<file path="src/hw/rtl/jh2d_pkg.sv">
// Package for the joint intensity histogram block: payload structs, command
// and internal operation codes, the back-end state type and default sizes.
// Depends on nothing; the top level, front end and back end import it.
package jh2d_pkg;

    localparam int MAX_LEVELS_DEF = 256;
    localparam int COUNT_BITS_DEF = 32;
    localparam int QUEUE_DEPTH    = 2;

    localparam int LEVEL_W   = 8;
    localparam int CMD_W     = 2;
    localparam int CFG_W     = 9;
    localparam int CNT_OUT_W = 32;

    localparam logic [CFG_W-1:0] CFG_RESET = CFG_W'(256);
    // Largest number of levels that an 8-bit coordinate can address.
    localparam logic [CFG_W-1:0] CFG_CAP   = CFG_W'(2 ** LEVEL_W);

    typedef enum logic [CMD_W-1:0] {
        CMD_ACCUM   = 2'd0,
        CMD_READ    = 2'd1,
        CMD_CLR_ERR = 2'd2,
        CMD_NOP     = 2'd3
    } cmd_t;

    localparam int OP_W = 3;

    // Operations after classification by the front end.
    typedef enum logic [OP_W-1:0] {
        OP_INC     = 3'd0,
        OP_FETCH   = 3'd1,
        OP_SET_ERR = 3'd2,
        OP_CLR_ERR = 3'd3,
        OP_MISS    = 3'd4
    } op_t;

    typedef enum logic [2:0] {
        ST_CLEAR = 3'b001,
        ST_IDLE  = 3'b010,
        ST_RMW   = 3'b100
    } back_state_t;

    typedef struct packed {
        logic [CMD_W-1:0]   command;
        logic [LEVEL_W-1:0] first_level;
        logic [LEVEL_W-1:0] second_level;
    } jh2d_in_t;

    typedef struct packed {
        logic [CNT_OUT_W-1:0] bin_count;
        logic                 error_seen;
    } jh2d_out_t;

endpackage

</file>
<file path="src/hw/rtl/jh2d_front.sv">
// Front end: holds the bins_per_axis register, accepts input beats, range
// checks the coordinates and turns each beat into an operation with a bin
// address for the queue. Depends on jh2d_pkg.
module jh2d_front
    import jh2d_pkg::*;
#(
    parameter int MAX_LEVELS = MAX_LEVELS_DEF,
    parameter int ADDR_W     = 2 * $clog2(MAX_LEVELS)
) (
    input  logic                   aclk,
    input  logic                   aresetn,
    input  logic                   s_valid,
    output logic                   s_ready,
    input  jh2d_in_t               s_data,
    input  logic                   cfg_wr_en,
    input  logic [CFG_W-1:0]       cfg_wr_data,
    input  logic                   clearing,
    output logic                   q_push,
    output logic [OP_W+ADDR_W-1:0] q_data,
    input  logic                   q_ready
);

    localparam int LB = ADDR_W / 2;
    localparam logic [CFG_W-1:0] LEVEL_CAP =
        (MAX_LEVELS > 2 ** LEVEL_W) ? CFG_CAP : CFG_W'(MAX_LEVELS);

    logic [CFG_W-1:0]  cfg_reg;
    logic [CFG_W-1:0]  eff_bins;
    logic              in_range;
    logic              keep;
    op_t               op;
    logic              fr_valid_reg, fr_valid_next;
    op_t               fr_op_reg;
    logic [ADDR_W-1:0] fr_addr_reg;
    logic              accept;

    always_ff @(posedge aclk) begin
        if (!aresetn) begin
            cfg_reg <= CFG_RESET;
        end else if (cfg_wr_en) begin
            cfg_reg <= cfg_wr_data;
        end
    end

    assign eff_bins = (cfg_reg > LEVEL_CAP) ? LEVEL_CAP : cfg_reg;
    assign in_range = ({1'b0, s_data.first_level} < eff_bins)
                   && ({1'b0, s_data.second_level} < eff_bins);

    always_comb begin
        keep = 1'b1;
        op   = OP_CLR_ERR;
        case (cmd_t'(s_data.command))
            CMD_ACCUM:   op = in_range ? OP_INC : OP_SET_ERR;
            CMD_READ:    op = in_range ? OP_FETCH : OP_MISS;
            CMD_CLR_ERR: op = OP_CLR_ERR;
            default:     keep = 1'b0;
        endcase
    end

    assign q_push  = fr_valid_reg && q_ready;
    assign s_ready = !clearing && (!fr_valid_reg || q_ready);
    assign accept  = s_valid && s_ready;
    assign q_data  = {fr_op_reg, fr_addr_reg};

    always_comb begin
        fr_valid_next = fr_valid_reg;
        if (q_push) begin
            fr_valid_next = 1'b0;
        end
        if (accept) begin
            fr_valid_next = keep;
        end
    end

    always_ff @(posedge aclk) begin
        if (!aresetn) begin
            fr_valid_reg <= 1'b0;
        end else begin
            fr_valid_reg <= fr_valid_next;
        end
    end

    // The bin address packs the column above the row.
    always_ff @(posedge aclk) begin
        if (accept) begin
            fr_op_reg   <= op;
            fr_addr_reg <= {LB'(s_data.second_level), LB'(s_data.first_level)};
        end
    end

endmodule

</file>
<file path="config.mk">
export PLATFORM = sky130hd
export DESIGN_NAME = jh2d_front
export DESIGN_NICKNAME = d
export VERILOG_FILES = /design/src/hw/rtl/jh2d_pkg.sv /design/src/hw/rtl/jh2d_front.sv
export SDC_FILE = /design/constraint.sdc
export NUM_CORES = 1
export LEC_CHECK = 0
export BUFFER_PORTS_ARGS = -buffer_cell sky130_fd_sc_hd__buf_2
export CELL_PAD_IN_SITES_DETAIL_PLACEMENT = 0
export CELL_PAD_IN_SITES_GLOBAL_PLACEMENT = 1
export CORE_MARGIN = 3
export CORE_UTILIZATION = 39
export DETAILED_ROUTE_END_ITERATION = 8
export GPL_TIMING_DRIVEN = 0
export PLACE_DENSITY_LB_ADDON = 0.12
export SLEW_MARGIN = 10
export SYNTH_ARGS = -nofsm -noshare
export SYNTH_HDL_FRONTEND = slang
export SYNTH_SLANG_ARGS = --single-unit
</file>
<file path="constraint.sdc">
create_clock -name aclk -period 4.9 [get_ports aclk]
set_input_delay 0.98 -clock aclk [delete_from_list [all_inputs] [get_ports aclk]]
set_output_delay 0.98 -clock aclk [all_outputs]
set_load 0.01 [all_outputs]
</file>
==> impl_metrics.py <==
metrics = {
    "global_route": {
        "grt_max_degree": 20,
        "grt_usage": 0.144,
        "grt_pass1_vias": 1036,
        "antenna_found_initial": 0,
        "grt_use_met3": 0.0359,
        "grt-busiest-layer": "met2",
        "overflow": 0,
        "grt_pass1_wl_mm": 4.63,
        "use_met2": 0.244,
        "met1_usage": 0.170,
    },
    "power_and_ir_drop": {
        "clockPowerShare": 0.275,
        "pwr-share-comb": 0.142,
        "seq_power_share": 0.583,
        "irDropWorstVdd_v": 0.000146,
        "swShare": 0.249,
        "powerDensity_nw_per_um2": 272,
        "p_int_uw": 358,
        "power_leakage_uw": 0.000765,
        "switching_power_uw": 119,
    },
    "cts": {
        "htree_levels": 2,
        "path_clk_slew_ns": 0.08,
        "clk_latency_ns": 0.32,
        "cts.sinks": 29,
        "postCtsHoldBufs": 0,
        "cts_tree": "done",
        "cts-resized-gates": 0,
        "cts_root_buffer": "clkbuf_4",
        "cts_max_path_buffers": 2,
        "post-cts-setup-buffers": 0,
        "cts_inserted_buffers": 5,
    },
    "sta": {
        "fin_crit_sh": 0.503,
        "setup_tns_ns": 0,
        "grt_setup_unrepaired": "no",
        "relSlewSlack": 0.400,
        "hold_violations": 0,
        "drv_slew": 0,
        "fin_crit_ns": 2.46,
        "layout_setup_ws_ns": 2.44,
        "worst_slew_pin_slew_ns": 0.900,
        "fmax_ghz": 0.406,
        "finalClockSkew_ns": 0.00577,
        "setup_violations": 0,
    },
    "placement": {
        "place_hpwl_mm": 2.29,
        "dp_slack_ns": 2.44,
        "gp_congestion": 0.798,
        "placedCellCount": 204,
        "numPortBuffers": 52,
    },
    "yosys": {
        "ys_seq_area_frac": 0.558,
        "yosysTopAreaCell": "edfxtp_1",
        "synth_fp_nets": 155,
        "synth_top_area_share": 0.413,
        "yosys-top-cells-area": "edfxtp_1 (41%), dfxtp_1 (14%), ha_1 (13%)",
        "syn_area_sq_um": 1380,
        "synth_warnings": 0,
        "ys_seq_elements": 29,
        "netlist-cell-type-count": 26,
        "synthCells": 108,
        "avgSynthCellArea_sq_um": 12.8,
    },
    "finish": {
        "area_growth_pct": 26.6,
        "layout.cells.non_filler": 212,
        "mostFrequentLayoutCells": "buf_2 (54), edfxtp_1 (19), ha_1 (14), dfxtp_1 (10)",
        "nets": 214,
        "ff_latch_area_sq_um": 771,
        "n_fill_cell": 317,
        "drive_gt1_frac": 0.375,
        "antenna_cells": 0,
        "final_common_cell": "buf_2",
        "utilization": 0.546,
        "largest_reg_flops": 16,
        "multiInputGateArea_sq_um": 596,
    },
    "floorplan": {
        "rows": 20,
        "dieArea_sq_um": 4290,
        "die_y_microns": 65.5,
        "initial_core_util": 0.431,
        "die_w_microns": 65.5,
        "pin_count": 54,
        "core_area_sq_um": 3200,
    },
    "route": {
        "drtIter0Drc": 34,
        "via_count": 1020,
        "via_per_inst": 4.81,
        "wirelength_mm": 2.76,
        "wire_per_inst_microns": 13.0,
        "ant_nets": 0,
        "drt_pass1_iterations": 4,
        "drc_errors": 0,
    },
    "job": {
        "drv_cap": 0,
    },
    "worst_setup_path": {
        "crit_fanout": 3,
        "cp.arrival_ns": 1.48,
        "path_class": "input pin to output pin",
        "crit_required_ns": 3.92,
        "end_kind": "output pin",
        "worstSetupStartpointType": "input pin",
    },
    "status": {
        "status": "complete, no violations",
    },
    "hold_path": {
        "hp-class": "flop to flop",
    },
}
## power by group through the flow
| stage | logic [uW] | registers (uW) | clock network, uW |
|---|---|---|---|
| 5_1_grt | 77.8 | 280 | 147 |
| 3_5_place_dp | 69.0 | 283 | 0 |
| 6_report | 67.7 | 278 | 131 |
| 4_1_cts | 69.1 | 278 | 136 |
| 3_3_place_gp | 66.1 | 283 | 0 |
| 2_1_floorplan | 34.6 | 287 | 0 |
## cells in the mapped netlist
cell	number
o211ai_1	1
o21bai_1	1
dfxtp_1	10
nand4_1	1
a21o_1	1
nand2b_1	9
inv_1	2
buf_2	2
o21a_1	1
o22ai_1	2
nand2_1	5
nor3b_1	2
o21ai_0	1
nor2b_1	9
a211oi_2	1
nand4b_1	1
and2_1	1
o21ai_1	1
o32ai_1	1
mux2i_1	9
edfxtp_1	19
a21oi_1	7
nor2_1	5
nand4b_4	1
a31o_1	1
ha_1	14
## stage by stage
step	area (sq um)	total power, uW	hold slack, ns
after floorplan	1380	321	0.484
after global placement	1700	349	0.501
after detailed placement	1700	352	0.505
after CTS	1750	483	0.527
after global routing	1750	504	0.563
final	1750	477	0.524
## metal layers
metal / part of all wire / routed length [microns]
met5: 0 / 0
met4: 0.025 / 69
met3: 0.074 / 204
met2: 0.47 / 1300
met1: 0.43 / 1180
## logic make-up after synthesis
family          after synthesis  share of synthesized area
mux                           9                     0.0652
flops                        29                      0.558
buf+inv                       4                     0.0127
fa+ha+maj                    14                      0.127
simple gates                 34                      0.152
compound gates               18                     0.0851
## path summary, 6_finish.rpt
path | from | endpoint | slack (ns) | cells after the start
max | q_ready | s_ready | 2.44 | 4
min | cfg_reg[5] | cfg_reg[5] | 0.52 | 2
min reg2reg | cfg_reg[5] | cfg_reg[5] | 0.52 | 2
max reg2reg | cfg_reg[8] | fr_op_reg[1] | 2.89 | 7
## cell type report
| type | count | share of cell area |
|---|---|---|
| clock inverter | 3 | 0.00715 |
| inverter | 2 | 0.00429 |
| clock buffer | 5 | 0.0215 |
| multi-input combinational | 75 | 0.340 |
| sequential | 29 | 0.441 |
| timing repair buffer | 52 | 0.149 |
| tap | 44 | 0.0315 |
| buffer | 2 | 0.00572 |
## worst max-delay path, cell delays in order
cell     delay [ns]
buf_2          0.10
nor2b_1        0.20
nor2_1         0.06
buf_2          0.14
(Power assumes the default switching activity.)
