### config.mk
export PLATFORM = sky130hd
export DESIGN_NAME = jh2d_fifo
export DESIGN_NICKNAME = d
export VERILOG_FILES = /design/src/hw/rtl/jh2d_fifo.sv
export SDC_FILE = /design/constraint.sdc
export NUM_CORES = 1
export LEC_CHECK = 0
export BUFFER_PORTS_ARGS = -buffer_cell sky130_fd_sc_hd__buf_2
export CORE_UTILIZATION = 45
export CTS_BUF_LIST = sky130_fd_sc_hd__clkbuf_8
export CTS_CLUSTER_DIAMETER = 50
export DETAILED_ROUTE_END_ITERATION = 16
export PLACE_DENSITY = 0.78
export SKIP_CTS_REPAIR_TIMING = 1
export SKIP_LAST_GASP = 1
export SLEW_MARGIN = 20
export SYNTH_ARGS = -nofsm -noshare
export SYNTH_HDL_FRONTEND = slang
export SYNTH_SLANG_ARGS = --single-unit
### constraint.sdc
create_clock -name aclk -period 1.1 [get_ports aclk]
set_input_delay 0.165 -clock aclk [delete_from_list [all_inputs] [get_ports aclk]]
set_output_delay 0.165 -clock aclk [all_outputs]
set_load 0.05 [all_outputs]
### src/hw/rtl/jh2d_fifo.sv
// Small register queue that decouples the front end from the back end.
// Depends on nothing.
module jh2d_fifo #(
    parameter int WIDTH = 8,
    parameter int DEPTH = 2
) (
    input  logic             aclk,
    input  logic             aresetn,
    input  logic             push,
    input  logic [WIDTH-1:0] push_data,
    output logic             push_ready,
    input  logic             pop,
    output logic             pop_valid,
    output logic [WIDTH-1:0] pop_data
);

    localparam int PTR_W = (DEPTH > 1) ? $clog2(DEPTH) : 1;
    localparam int CNT_W = $clog2(DEPTH + 1);

    logic [WIDTH-1:0] slot_reg [DEPTH];
    logic [PTR_W-1:0] wr_ptr_reg, wr_ptr_next;
    logic [PTR_W-1:0] rd_ptr_reg, rd_ptr_next;
    logic [CNT_W-1:0] count_reg, count_next;

    assign push_ready = (count_reg != CNT_W'(DEPTH));
    assign pop_valid  = (count_reg != '0);
    assign pop_data   = slot_reg[rd_ptr_reg];

    always_comb begin
        wr_ptr_next = wr_ptr_reg;
        rd_ptr_next = rd_ptr_reg;
        count_next  = count_reg;
        if (push) begin
            wr_ptr_next = (wr_ptr_reg == PTR_W'(DEPTH - 1)) ? '0 : wr_ptr_reg + PTR_W'(1);
        end
        if (pop) begin
            rd_ptr_next = (rd_ptr_reg == PTR_W'(DEPTH - 1)) ? '0 : rd_ptr_reg + PTR_W'(1);
        end
        if (push && !pop) begin
            count_next = count_reg + CNT_W'(1);
        end else if (pop && !push) begin
            count_next = count_reg - CNT_W'(1);
        end
    end

    always_ff @(posedge aclk) begin
        if (!aresetn) begin
            wr_ptr_reg <= '0;
            rd_ptr_reg <= '0;
            count_reg  <= '0;
        end else begin
            wr_ptr_reg <= wr_ptr_next;
            rd_ptr_reg <= rd_ptr_next;
            count_reg  <= count_next;
        end
    end

    always_ff @(posedge aclk) begin
        if (push) begin
            slot_reg[wr_ptr_reg] <= push_data;
        end
    end

endmodule

==> metrics.md, run 1 <==
| Metric | Value |
|---|---|
| Status | `complete, but fails checks` |
| Violated checks | `negative setup slack` |
| Placed cell areas | `around 1000 um2` |
| Layout cell share with drive strength beyond 1 | `0.5526` |
| Die width | `44.02 um` |
| Power Density | `around 1700 nW/um2` |
| RSZ-0062 raised after global routing | `true` |
| Final Non-Filler Cells | `92` |
| Worst-path clk slew | `0.07 ns` |
| 1st-iter DRT viols | `3` |
| Sequential share of the synthesized area | `0.7307` |
| Commonest cells in the netlist | `edfxtp_1, mux2_1, dfxtp_1` |
| P_int | `roughly 1.4 mW` |
| Reg-to-Reg End | `count_reg[1]` |
| Antenna cells | `0` |
| Delay-heaviest family, CP | `flip-flops` |
| Req. time, crit path | `0.94 ns` |
| Final Cell Area | `approximately 1200 um2` |
| Cts bufs inserted | `3` |
| Arr. time, crit path | `1.19 ns` |
| Part of the cycle the worst path needs | `1.231` |
| Chip Height | `44.02 um` |
| Routed Wire Length | `1257 um` |
| Final Hold Vio Count | `0` |
| Yosys top cell area share | `0.6047` |
| Post-synthesis register bit count | `21` |
| Placed Cells | `88` |
| Max VDD drop | `0.0008247 V` |
| Psw | `slightly above 0.5 mW` |
| Vias in the first global route | `about 420` |
| Mapped Cells | `between 40 and 50` |
| First-pass GRT wire length | `approximately 1700 um` |
| Remaining DRCs | `0` |
| Leak pwr | `0.4836 nW` |
| Fraction of the mapped netlist area in adder cells | `0.01575` |
| Hold Crit Depth | `1` |
| Syn nets | `60` |
| Detail Route Antenna Nets | `0` |
| Max cap viols | `0` |
| Num ports | `22` |
| Core Footprint | `1577 um2` |
| CTS Sinks | `21` |
| Post-synth ARST share | `0` |
| Reg power frac | `0.491` |
| Mapped Avg Cell Area | `16.90 um2` |
| Power share of the clock group | `0.246` |
| Hold Crit Start | `push_data[3]` |
| Clk buf depth | `2` |
| Netlist cell types | `16` |
| CP max stage delay | `0.34 ns` |
| Most frequent cell after synthesis | `edfxtp_1` |
| Simple-gate area share of the yosys netlist | `0.07087` |
| Mux cell area share after synthesis | `0.1134` |
| Htree depth | `1` |
| Gr usage total | `0.1375` |
| Die area | `1938 um2` |
| Mapped cell area | `between 700 and 800 um2` |
| Worst R2R Setup Slack | `0.07 ns` |
| Combinational family with the most area after synthesis | `multiplexers` |
| CTS tree | `yes` |
| Period minus WS final | `approximately 1.4 ns` |
| Largest area contributor in the netlist | `edfxtp_1` |
| Hold EP | `slot_reg[0][3]` |
| Fin. max-slew vios | `0` |
| Final core occ | `0.7310` |
| Comb power frac | `0.263` |
| Clock skew | `0.002567 ns` |
| Final net count | `90` |
| Post-Synth XOR/XNOR Area | `0.03307` |
| Wirelength per Cell | `between 10 and 15 um` |
| Via count of the routed design | `between 400 and 500` |
| RR Startpoint | `count_reg[0]` |
| Initial antenna violation count | `0` |
| Initial core utilization | `0.5040` |
| Reg2Reg Depth | `3` |
| Yosys warns | `0` |
| Final worst slack | `-0.2539 ns` |
| Clk root buf | `clkbuf_8` |
| WP buf/inv | `2` |
| Fmax | `738.6 MHz` |
| CP max FO | `8` |
| Via density | `5.043` |
| CP endpoint kind | `output pin` |
| GP Congestion | `between 0.6 and 0.7` |
| PortBufs | `21` |
| CP Cell Sequence | `buf_12 -> mux2_4 -> buf_8` |
| Later-pin clock latency in the skew report | `around 0.25 ns` |
| GR Overflow Total | `0` |
| Final setup violation count | `9` |
| Max reg flops | `16` |
| Critical path class | `flip-flop to output pin` |
| TritonRoute pass-1 iters | `5` |
| Post-synth EDFFs | `16` |
| Hold crit path type | `primary input to flip-flop` |
| Worst slew margin | `0.8606` |
| Switching portion of total power | `0.2676` |
| Synth Area in Compound Gates | `0.02520` |
| Main synth FF type | `edfxtp_1` |
| Hpwl dp | `850.3 um` |
| Synth top area cells | `edfxtp_1, dfxtp_1, mux2_1, and2_1, xor2_1` |
| Area growth syn-to-layout | `45.04%` |
| Slowest-stage cell, CP | `dfxtp_2` |
| Num rows | `14` |
| Worst-Margin Slew | `~0.21 ns` |
| Largest net degree at the start of global routing | `12` |
| Crit path launch type | `flip-flop` |
[area by class of cell]
| class | count | area, um2 |
|---|---|---|
| Sequential cell | 21 | 584.3 |
| Fill cell | 107 | 424.2 |
| Timing Repair Buffer | 26 | 260.3 |
| Multi-Input combinational cell | 24 | 239.0 |
| Clock buffer | 3 | 41.29 |
| Tap cell | 16 | 20.02 |
| Clock inverter | 1 | 3.754 |
| Inverter | 1 | 3.754 |
[metrics by stage]
| stage | setup WS [ns] | hold WS, ns | TNS, ns | power [mW] |
|---|---|---|---|---|
| global route | -0.2804 | 0.08065 | -2.277 | 1.983 |
| detailed placement | -0.07405 | 0.3570 | -0.5442 | 1.334 |
| global placement | -0.06630 | 0.3540 | -0.4535 | 1.323 |
| CTS | -0.3540 | 0.09086 | -2.930 | 1.802 |
| finish | -0.2539 | 0.09689 | -2.048 | 1.909 |
| floorplan | 0.01247 | 0.2639 | 0 | 1.214 |
[how the worst max path moves through the flow]
stage / cells after the start / slack [ns] / end / from
2_1_floorplan: 2 / 0.01 / pop_data[0] / flip-flop
3_5_place_dp: 4 / -0.07 / count_reg[1] / push
5_1_grt: 3 / -0.28 / pop_data[3] / flip-flop
4_1_cts: 3 / -0.35 / pop_data[2] / flip-flop
6_report: 3 / -0.25 / pop_data[3] / flip-flop
3_3_place_gp: 3 / -0.07 / pop_data[2] / flip-flop
[cell families (layout without fill, tap and decap cells)]
| kind of cell | Yosys count | after routing |
|---|---|---|
| multiplexers | 8 | 8 |
| AO/OA/AOI/OAI | 3 | 3 |
| flip-flops | 21 | 21 |
| buffers and inverters | 2 | 31 |
| XOR/XNOR | 3 | 3 |
| adder cells (fa/ha/maj) | 1 | 1 |
| AND/OR/NAND/NOR | 9 | 9 |
[placed cells by master (no fill, tap or decap), drive strengths merged]
cell type | synthesis | routed
buf | 1 | 26
o21ai | 1 | 1
nor2b | 2 | 2
or2 | 1 | 1
nand2b | 1 | 1
mux2 | 8 | 8
and2 | 4 | 4
inv | 1 | 2
a21boi | 1 | 1
xnor2 | 1 | 1
clkbuf | 0 | 3
ha | 1 | 1
edfxtp | 16 | 16
xor2 | 2 | 2
or3 | 1 | 1
dfxtp | 5 | 5
o21a | 1 | 1
[power groups by stage]
stage	clock, mW	sequential, mW	combinational [mW]
global route	0.519	0.943	0.522
finish	0.469	0.938	0.501
detailed placement	0	0.950	0.384
global placement	0	0.947	0.376
CTS	0.485	0.933	0.384
floorplan	0	0.941	0.272
[layer usage]
metal,track usage,share of wire,vias up
met2,0.2412,0.50,18
met1,0.1374,0.41,216
met3,0.03265,0.068,3
li1,-,-,227
met4,0.1091,0.023,0
met5,0,0,-
(Power assumes the default switching activity.)
==> inputs of run 2 (changes only) <==
--- a/config.mk
+++ b/config.mk
@@ -11,6 +11,7 @@
 export CTS_CLUSTER_DIAMETER = 50
 export DETAILED_ROUTE_END_ITERATION = 16
 export PLACE_DENSITY = 0.78
+export REMOVE_ABC_BUFFERS = 1
 export SKIP_CTS_REPAIR_TIMING = 1
 export SKIP_LAST_GASP = 1
 export SLEW_MARGIN = 20
==> run 2 against run 1 <==
Net effect:
- the flow finishes with violations (design-rule violations, negative setup slack)
- core utilization fell by 1.5 points
- clock skew rose by 0.0020 ns
- sequential share of layout area rose by 1.3 points
- highest routed layer unchanged
- clock-buffer cell count did not move
- critical endpoint is now pop_data[6]
- largest power group unchanged
==> metrics.md, run 2 (synthesized netlist as in run 1, its figures left out) <==
| Metric | Value |
|---|---|
| Part of the cycle the worst path needs | `1.229 (was 1.231)` |
| Top Usage Layer GRT | `met2 (unchanged)` |
| Final Non-Filler Cells | `95 (was 92)` |
| Chip Height | `44.02 um (unchanged)` |
| Vias in the first global route | `475 (was 415)` |
| M3 GR Usage | `0.02857 (was 0.03265)` |
| Largest net degree at the start of global routing | `13 (was 12)` |
| Period minus WS final | `1.351 ns (was 1.354 ns)` |
| Req. time, crit path | `0.94 ns (about the same)` |
| Die area | `1938 um2 (unchanged)` |
| Final worst slack | `-0.2514 ns (was -0.2539 ns)` |
| Worst-path clk slew | `0.07 ns (about the same)` |
| Hpwl dp | `882.9 um (was 850.3 um)` |
| Via density | `5.179 (was 5.043)` |
| Fmax | `740.0 MHz (was 738.6 MHz)` |
| 1st-iter DRT viols | `8 (was 3)` |
| Final core occ | `0.7159 (was 0.7310)` |
| Cts bufs inserted | `3 (unchanged)` |
| Num ports | `22 (unchanged)` |
| CP max stage delay | `0.34 ns (about the same)` |
| Commonest non-fill, non-tap cell in the layout | `edfxtp_1 (unchanged)` |
| Area growth syn-to-layout | `42.05% (was 45.04%)` |
| Routed Wire Length | `1406 um (was 1257 um)` |
| Power Density | `1690 nW/um2 (was 1656 nW/um2)` |
| GP Congestion | `0.5923 (was 0.6520)` |
| Later-pin clock latency in the skew report | `0.26 ns (was 0.25 ns)` |
| Clk buf depth | `2 (unchanged)` |
| PortBufs | `21 (unchanged)` |
| Hold crit path type | `primary input to flip-flop (unchanged)` |
| Placement Setup Slack | `-0.05395 ns (was -0.07405 ns)` |
| Violated checks | `design-rule violations, negative setup slack (was negative setup slack)` |
| GR Overflow Total | `0 (unchanged)` |
| Arr. time, crit path | `1.19 ns (about the same)` |
| Final setup violation count | `10 (was 9)` |
| Status | `complete, but fails checks (unchanged)` |
| Max cap viols | `0 (unchanged)` |
| Final net count | `93 (was 90)` |
| Clk root buf | `clkbuf_8 (unchanged)` |
| Initial core utilization | `0.5040 (unchanged)` |
| Crit path launch type | `flip-flop (unchanged)` |
| Die width | `44.02 um (unchanged)` |
| Critical path class | `flip-flop to output pin (unchanged)` |
| CP endpoint kind | `output pin (unchanged)` |
| Htree depth | `1 (unchanged)` |
| Antenna cells | `0 (unchanged)` |
| Core Footprint | `1577 um2 (unchanged)` |
| Max reg flops | `16 (unchanged)` |
| Initial antenna violation count | `0 (unchanged)` |
| Layout cell share with drive strength beyond 1 | `0.5696 (was 0.5526)` |
| CP Cell Sequence | `buf_6 -> mux2_4 -> buf_8 (was buf_12 -> mux2_4 -> buf_8)` |
| RSZ-0062 raised after global routing | `true (unchanged)` |
| Gr usage total | `0.1492 (was 0.1375)` |
| TritonRoute pass-1 iters | `12 (was 5)` |
| Max VDD drop | `0.001005 V (was 0.0008247 V)` |
| Fin. max-slew vios | `0 (unchanged)` |
| Final Hold Vio Count | `0 (unchanged)` |
| Met1 Use GR | `0.1773 (was 0.1374)` |
| Via count of the routed design | `492 (was 464)` |
| CTS Sinks | `21 (unchanged)` |
| Total power | `1.907 mW (was 1.909 mW)` |
| First-pass GRT wire length | `1952 um (was 1745 um)` |
| Clock skew | `0.004597 ns (was 0.002567 ns)` |
| Remaining DRCs | `1 (was 0)` |
| Worst slew margin | `0.8532 (was 0.8606)` |
| Most frequent cells in the layout | `edfxtp_1, buf_2, buf_6, mux2_4, buf_4 (was edfxtp_1, buf_2, mux2_4, buf_8)` |
| Detail Route Antenna Nets | `0 (unchanged)` |
| Worst-Margin Slew | `0.2203 ns (was 0.2090 ns)` |
| M2 GR Usage | `0.2324 (was 0.2412)` |
| CTS tree | `yes (unchanged)` |
| Leak pwr | `0.4802 nW (was 0.4836 nW)` |
| CP max FO | `5 (was 8)` |
| Num rows | `14 (unchanged)` |
| Wirelength per Cell | `14.80 um (was 13.66 um)` |
| Placed Cells | `90 (was 88)` |
| Slowest-stage cell, CP | `dfxtp_2 (unchanged)` |
-- run 2: changes by cell type in the layout (fill, tap and decap cells not counted), sizes merged --
| cell | before | now |
|---|---|---|
| buf | 26 | 29 |
| clkinv | 0 | 1 |
| inv | 2 | 1 |
-- run 2: area by class of cell --
type | instances | area, um2
clock buffers | 3 | 41.29
inverters | 1 | 3.754
repair buffers | 29 | 235.2
well taps | 16 | 20.02
flip-flops and latches | 21 | 586.8
fillers | 112 | 447.9
clock inverters | 1 | 5.005
multi-input cells | 24 | 236.5
-- run 2: critical path: cells and delay by family (launching register included) --
kind / cells / cell delay [ns]
buffers and inverters: 2 / 0.28
muxes: 1 / 0.31
DFF: 1 / 0.34
-- run 2: report_power, final --
group / switching (mW) / internal [mW] / leakage, nW
clock: 0.236 / 0.252 / 0.0255
sequential: 0.0216 / 0.912 / 0.193
combinational: 0.268 / 0.218 / 0.262
total: 0.526 / 1.38 / 0.480
-- run 2: final timing paths --
kind / start / endpoint / slack (ns) / depth (start not counted)
worst max-delay path: flip-flop / pop_data[6] / -0.25 / 3
worst min-delay path: push_data[6] / slot_reg[1][6] / 0.09 / 1
worst max register to register: count_reg[0] / count_reg[1] / -0.03 / 4
worst min register to register: count_reg[1] / count_reg[1] / 0.50 / 2
-- run 2: layer usage --
metal / part of all wire / vias up
li1: - / 233
met1: 0.37 / 237
met2: 0.55 / 16
met3: 0.043 / 6
met4: 0.036 / 0
met5: 0 / -
-- run 2: through the flow --
step | setup TNS [ns] | area (um2) | hold WS (ns)
after floorplan | -0.6214 | 789.5 | 0.2639
after global placement | -0.2333 | 967.2 | 0.3535
after detailed placement | -0.3372 | 967.2 | 0.3570
after CTS | -2.826 | 1013 | 0.08713
after global routing | -2.425 | 1129 | 0.08703
final | -2.069 | 1129 | 0.09298
